<file path="src/sv/sparse_nonzero_tile_counter_macros.svh">
// assertion macros shared by the tile counter rtl
// no dependencies; each macro expands to one labeled concurrent assertion
`ifndef SPARSE_NONZERO_TILE_COUNTER_MACROS_SVH
`define SPARSE_NONZERO_TILE_COUNTER_MACROS_SVH

// condition must hold at every clock edge out of reset
`define SNT_ASSERT_ALWAYS(label, clk, rst_n, cond) \
    label: assert property (@(posedge clk) disable iff (!rst_n) (cond)) \
        else $error("tile counter check failed");

// condition must never hold at a clock edge out of reset
`define SNT_ASSERT_NEVER(label, clk, rst_n, cond) \
    label: assert property (@(posedge clk) disable iff (!rst_n) !(cond)) \
        else $error("tile counter check failed");

// antecedent implies consequent at the following clock edge
`define SNT_ASSERT_NEXT(label, clk, rst_n, ante, cons) \
    label: assert property (@(posedge clk) disable iff (!rst_n) (ante) |=> (cons)) \
        else $error("tile counter check failed");

`endif

</file>
<file path="src/sv/snt_pkg.sv">
// shared constants and types for the sparse nonzero tile counter
// no dependencies; imported by every module of the block but the tag memory
`default_nettype none

package snt_pkg;

    // field widths of the stream
    localparam int ROW_W       = 16;
    localparam int COL_W       = 16;
    localparam int COUNT_W     = 23;
    localparam int IN_TDATA_W  = 32;
    localparam int OUT_TDATA_W = 24;

    // tag entry layout
    localparam int TAG_W   = 12;
    localparam int EPOCH_W = 8;
    localparam logic [TAG_W-1:0]   TAG_NONE  = '1;
    localparam logic [EPOCH_W-1:0] EPOCH_MAX = '1;

    // saturation point of the total
    localparam logic [COUNT_W-1:0] TOTAL_MAX = 23'd4194304;

    // result queue
    localparam int OUT_DEPTH = 4;
    localparam int OPTR_W    = $clog2(OUT_DEPTH);
    localparam int CRED_W    = $clog2(OUT_DEPTH + 1);

    // parameter defaults
    localparam int TILE_DEF      = 32;
    localparam int COL_TILES_DEF = 2048;

    // one nonzero on its way to the tag memory
    typedef struct packed {
        logic               valid;
        logic               last;
        logic [EPOCH_W-1:0] epoch;
        logic [TAG_W-1:0]   tag;
    } snt_item_t;

    // one stored tag memory entry
    typedef struct packed {
        logic [EPOCH_W-1:0] epoch;
        logic [TAG_W-1:0]   tag;
    } snt_entry_t;

    // one finished total
    typedef struct packed {
        logic               valid;
        logic [COUNT_W-1:0] count;
    } snt_result_t;

endpackage

`default_nettype wire

</file>
<file path="src/sv/snt_slot_calc.sv">
// index pipeline: block row tag and tag memory slot of each nonzero
// depends on snt_pkg; divisions by constants via reciprocal multiplies
`default_nettype none

module snt_slot_calc #(
    parameter int TILE      = 32,
    parameter int COL_TILES = 2048,
    parameter int AW        = 11
) (
    input  wire logic                        clk,
    input  wire logic                        rst_n,
    input  wire logic                        in_valid,
    input  wire logic [snt_pkg::ROW_W-1:0]   row,
    input  wire logic [snt_pkg::COL_W-1:0]   col,
    input  wire logic                        last,
    input  wire logic [snt_pkg::EPOCH_W-1:0] epoch,
    output snt_pkg::snt_item_t               item,
    output logic [AW-1:0]                    slot
);
    import snt_pkg::*;

    // floor(x / TILE) for 16 bit x as (x * DIV_M) >> DIV_SH
    localparam int DIV_SH = ROW_W + $clog2(TILE);
    localparam logic [63:0] DIV_M64 =
        ((64'd1 << DIV_SH) + 64'(TILE) - 64'd1) / 64'(TILE);
    localparam logic [16:0] DIV_M = DIV_M64[16:0];

    // floor(x / COL_TILES) the same way
    localparam int FOLD_SH = COL_W + $clog2(COL_TILES);
    localparam logic [63:0] FOLD_M64 =
        ((64'd1 << FOLD_SH) + 64'(COL_TILES) - 64'd1) / 64'(COL_TILES);
    localparam logic [16:0] FOLD_M = FOLD_M64[16:0];

    logic                v1_reg, v2_reg, v3_reg, v4_reg;
    logic                last1_reg, last2_reg, last3_reg, last4_reg;
    logic [EPOCH_W-1:0]  ep1_reg, ep2_reg, ep3_reg, ep4_reg;
    logic [ROW_W-1:0]    row1_reg;
    logic [COL_W-1:0]    col1_reg;
    logic [TAG_W-1:0]    tag2_reg, tag3_reg, tag4_reg;
    logic [COL_W-1:0]    ctile2_reg, ctile3_reg;
    logic [COL_W-1:0]    fq3_reg;
    logic [AW-1:0]       slot4_reg;

    logic [32:0]         row_prod;
    logic [32:0]         col_prod;
    logic [32:0]         fold_prod;
    logic [32:0]         back_prod;
    logic [ROW_W-1:0]    block_row;
    logic [COL_W-1:0]    col_tile;
    logic [COL_W-1:0]    fold_q;
    logic [COL_W-1:0]    slot_full;

    // stage two: divide row and column by the tile size
    assign row_prod  = {17'd0, row1_reg} * {16'd0, DIV_M};
    assign col_prod  = {17'd0, col1_reg} * {16'd0, DIV_M};
    assign block_row = ROW_W'(row_prod >> DIV_SH);
    assign col_tile  = COL_W'(col_prod >> DIV_SH);

    // stage three: quotient of the column tile by the memory depth
    assign fold_prod = {17'd0, ctile2_reg} * {16'd0, FOLD_M};
    assign fold_q    = COL_W'(fold_prod >> FOLD_SH);

    // stage four: remainder, exact in 16 bits since it is below the depth
    assign back_prod = {17'd0, fq3_reg} * 33'(COL_TILES);
    assign slot_full = ctile3_reg - back_prod[COL_W-1:0];

    // valid bits
    always_ff @(posedge clk or negedge rst_n)
    begin
        if (!rst_n)
        begin
            v1_reg <= 1'b0;
            v2_reg <= 1'b0;
            v3_reg <= 1'b0;
            v4_reg <= 1'b0;
        end
        else
        begin
            v1_reg <= in_valid;
            v2_reg <= v1_reg;
            v3_reg <= v2_reg;
            v4_reg <= v3_reg;
        end
    end

    // payload stages
    always_ff @(posedge clk)
    begin
        row1_reg   <= row;
        col1_reg   <= col;
        last1_reg  <= last;
        ep1_reg    <= epoch;

        tag2_reg   <= block_row[TAG_W-1:0];
        ctile2_reg <= col_tile;
        last2_reg  <= last1_reg;
        ep2_reg    <= ep1_reg;

        tag3_reg   <= tag2_reg;
        ctile3_reg <= ctile2_reg;
        fq3_reg    <= fold_q;
        last3_reg  <= last2_reg;
        ep3_reg    <= ep2_reg;

        tag4_reg   <= tag3_reg;
        slot4_reg  <= slot_full[AW-1:0];
        last4_reg  <= last3_reg;
        ep4_reg    <= ep3_reg;
    end

    assign item.valid = v4_reg;
    assign item.last  = last4_reg;
    assign item.epoch = ep4_reg;
    assign item.tag   = tag4_reg;
    assign slot       = slot4_reg;

endmodule

`default_nettype wire

</file>
<file path="config.mk">
export PLATFORM = sky130hd
export DESIGN_NAME = snt_slot_calc
export DESIGN_NICKNAME = d
export VERILOG_FILES = /design/src/sv/sparse_nonzero_tile_counter_macros.svh /design/src/sv/snt_pkg.sv /design/src/sv/snt_slot_calc.sv
export SDC_FILE = /design/constraint.sdc
export NUM_CORES = 1
export LEC_CHECK = 0
export BUFFER_PORTS_ARGS = -buffer_cell sky130_fd_sc_hd__buf_2
export CORE_MARGIN = 1
export CORE_UTILIZATION = 43
export CTS_CLUSTER_DIAMETER = 120
export CTS_CLUSTER_SIZE = 24
export DETAILED_ROUTE_END_ITERATION = 7
export GPL_TIMING_DRIVEN = 0
export HOLD_SLACK_MARGIN = 0.03
export PLACE_DENSITY = 0.82
export REMOVE_ABC_BUFFERS = 1
export SYNTH_ARGS = -nofsm -noshare
export SYNTH_HDL_FRONTEND = slang
export SYNTH_SLANG_ARGS = --single-unit
</file>
<file path="constraint.sdc">
create_clock -name clk -period 0.8 [get_ports clk]
set_input_delay 0.16 -clock clk [delete_from_list [all_inputs] [get_ports clk]]
set_output_delay 0.16 -clock clk [all_outputs]
set_load 0.05 [all_outputs]
</file>
==> flow_summary_export.csv <==
group,metric,value,unit
outcome,status,"complete, but fails checks",
outcome,violations,"negative setup slack",
detailed_routing,ant_nets,0,
global_route,grt_pass1_vias,1360,
sta,rsz0062_at_grt,"yes",
placed_design,port_buffers,65,
worst_setup_path,cp_max_fo,1,
synthesis,synth.distinct_cells,4,
pwr,max-vdd-ir-drop,2.30,mV
run,drv_cap,0,
final_layout,final_cell_mix,"93 x dfxtp_1, 33 x dlygate4sd3_1, 33 x buf_2",
pwr,powerDensity,3550,nW/um^2
detailed_routing,drt_iter0_drc,48,
synthesis,synth_area_per_cell,19.8,um^2
cts,cts_root_buf,"clkbuf_8",
placed_design,placedCellCount,269,
floorplanning,row_count,28,
sta,max_clock_freq,850,MHz
cts,clk_latency,0.49,ns
worst_setup_path,crit_path_cell_trace,"buf_6",
placed_design,gp_congestion,0.585,
floorplanning,fp.dieH,79.9,um
sta,final-max-slew-violation-count,0,
final_layout,fin_cells,334,
final_layout,final_common_cell,"dfxtp_1",
sta,fin_crit,1.18,ns
sta,fin_skew,0.00582,ns
detailed_routing,via_count,1270,
worst_setup_path,cpPeakStageDelay,0.38,ns
worst_setup_path,critPathCaptureType,"output port",
final_layout,postLayoutCellArea,4290,um^2
cts,cts_tree,"done",
worst_setup_path,critPathArrivalTime,1.02,ns
detailed_routing,wl,3.88,mm
final_layout,antenna_cells,0,
hold_path,min_path_type,"input pin to asynchronous set/reset pin",
global_route,grtUsageTotal,13.5,%
synthesis,yosysSeqAreaShare,99.0,%
pwr,p_leak,0.00189,uW
placed_design,place_ws,0.0669,ns
final_layout,nets,290,
floorplanning,die_area,6380,um^2
global_route,grt_pass1_wl,5.79,mm
final_layout,fillers,374,
worst_setup_path,path_buf_inv,1,
synthesis,synth.cell_area,2610,um^2
worst_setup_path,crit_type,"register to output port",
detailed_routing,drt-wirelength-per-cell,11.6,um
sta,finalSetupViolations,32,
worst_setup_path,required,0.64,ns
floorplanning,coreArea,5890,um^2
global_route,gr-total-overflow,0,
cts,cts.sinks,128,
sta,finalWorstSetupSlack,-0.377,ns
cts,cts_setup_buffers,0,
cts,cts_buffers,17,
floorplanning,initial_utilization,44.3,%
sta,finalCritPeriodShare,147,%
worst_setup_path,cp_slowest_cell,"dfrtp_1",
final_layout,area_growth,64.4,%
synthesis,ys_ff_latch,128,
synthesis,synthCells,132,
final_layout,drive_gt1_share,49.0,%
worst_setup_path,critPathLaunchType,"register",
global_route,antenna_found_initial,0,
detailed_routing,avgViaCountPerCell,3.80,
detailed_routing,drc,0,
cts,cts.clk_slew.worst_paths,0.05,ns
sta,fin_hold_ws,0.0490,ns
sta,hold_violations,0,
worst_setup_path,r2r_slack,0.32,ns
cts,htreeDepth,4,
detailed_routing,first_pass_iters,4,
final_layout,postLayoutCoreUtil,72.9,%
synthesis,synth.yosys.warnings,0,
cts,cts_max_path_buffers,2,
floorplanning,ios,77,
global_route,grt_max_degree,17,
placed_design,placed_cell_area,3010,um^2
worst_setup_path,path_delay_family,"flip-flops",
floorplanning,fp.dieW,79.9,um
metrics by stage:
step / total power (uW) / setup TNS [ns]
detailed placement: 7420 / 0
finish: 15200 / -10.13
floorplan: 7230 / 0
global route: 15800 / -11.34
global placement: 7390 / 0
CTS: 15400 / -11.16
timing repair:
item / CTS / global route
endpoints found under the setup margin: 32 / 36
pin swaps: 0 / 0
hold endpoints to repair: 36 / 0
gates resized for setup: 106 / 15
hold buffers: 34 / 0
where the power goes:
part | switching, uW | total [uW] | internal [uW]
sequential | 111 | 6860 | 6750
clock | 2470 | 7610 | 5150
combinational | 394 | 766 | 372
routing by layer:
metal | part of all wire (%) | global-route usage, % | routed length, um | vias to the layer above
li1 | - | - | - | 631
met1 | 34 | 11.3 | 1330 | 586
met2 | 60 | 24.4 | 2310 | 47
met3 | 4.2 | 6.17 | 164 | 6
met4 | 1.9 | 10.2 | 74 | 0
met5 | 0 | 0 | 0 | -
synth_stat cells:
| cell | instances | area share, % |
|---|---|---|
| buf_4 | 3 | 0.86 |
| dfrtp_1 | 4 | 3.8 |
| dfxtp_1 | 124 | 95 |
| conb_1 | 1 | 0.14 |
final timing paths:
| check | endpoint | cells after the start | start |
|---|---|---|---|
| max | item[21] | 1 | v4_reg$_DFF_PN0_ |
| min | v3_reg$_DFF_PN0_ | 2 | rst_n |
| max reg2reg | v4_reg$_DFF_PN0_ | 0 | v3_reg$_DFF_PN0_ |
| min reg2reg | ep2_reg[0]$_DFF_P_ | 0 | ep1_reg[0]$_DFF_P_ |
| max in group asynchronous | v4_reg$_DFF_PN0_ | 2 | rst_n |
| min in group clk | col1_reg[5]$_DFF_P_ | 2 | col[5] |
cell families after synthesis:
| family | Yosys count | share of synthesized area [%] |
|---|---|---|
| buffers and inverters | 3 | 0.863 |
| flip-flops | 128 | 99.0 |
| other | 1 | 0.144 |
final cells by class:
cell class                 count  area [um^2]  area share, %
clock buffer                  23          487           11.4
clock inverter                 9          129           3.01
multi-input combinational      1         3.75         0.0875
sequential                   128         2620           61.1
tap                           75         93.8           2.19
timing repair buffer          98          953           22.2
No activity file was read; power rests on OpenSTA's default activity.
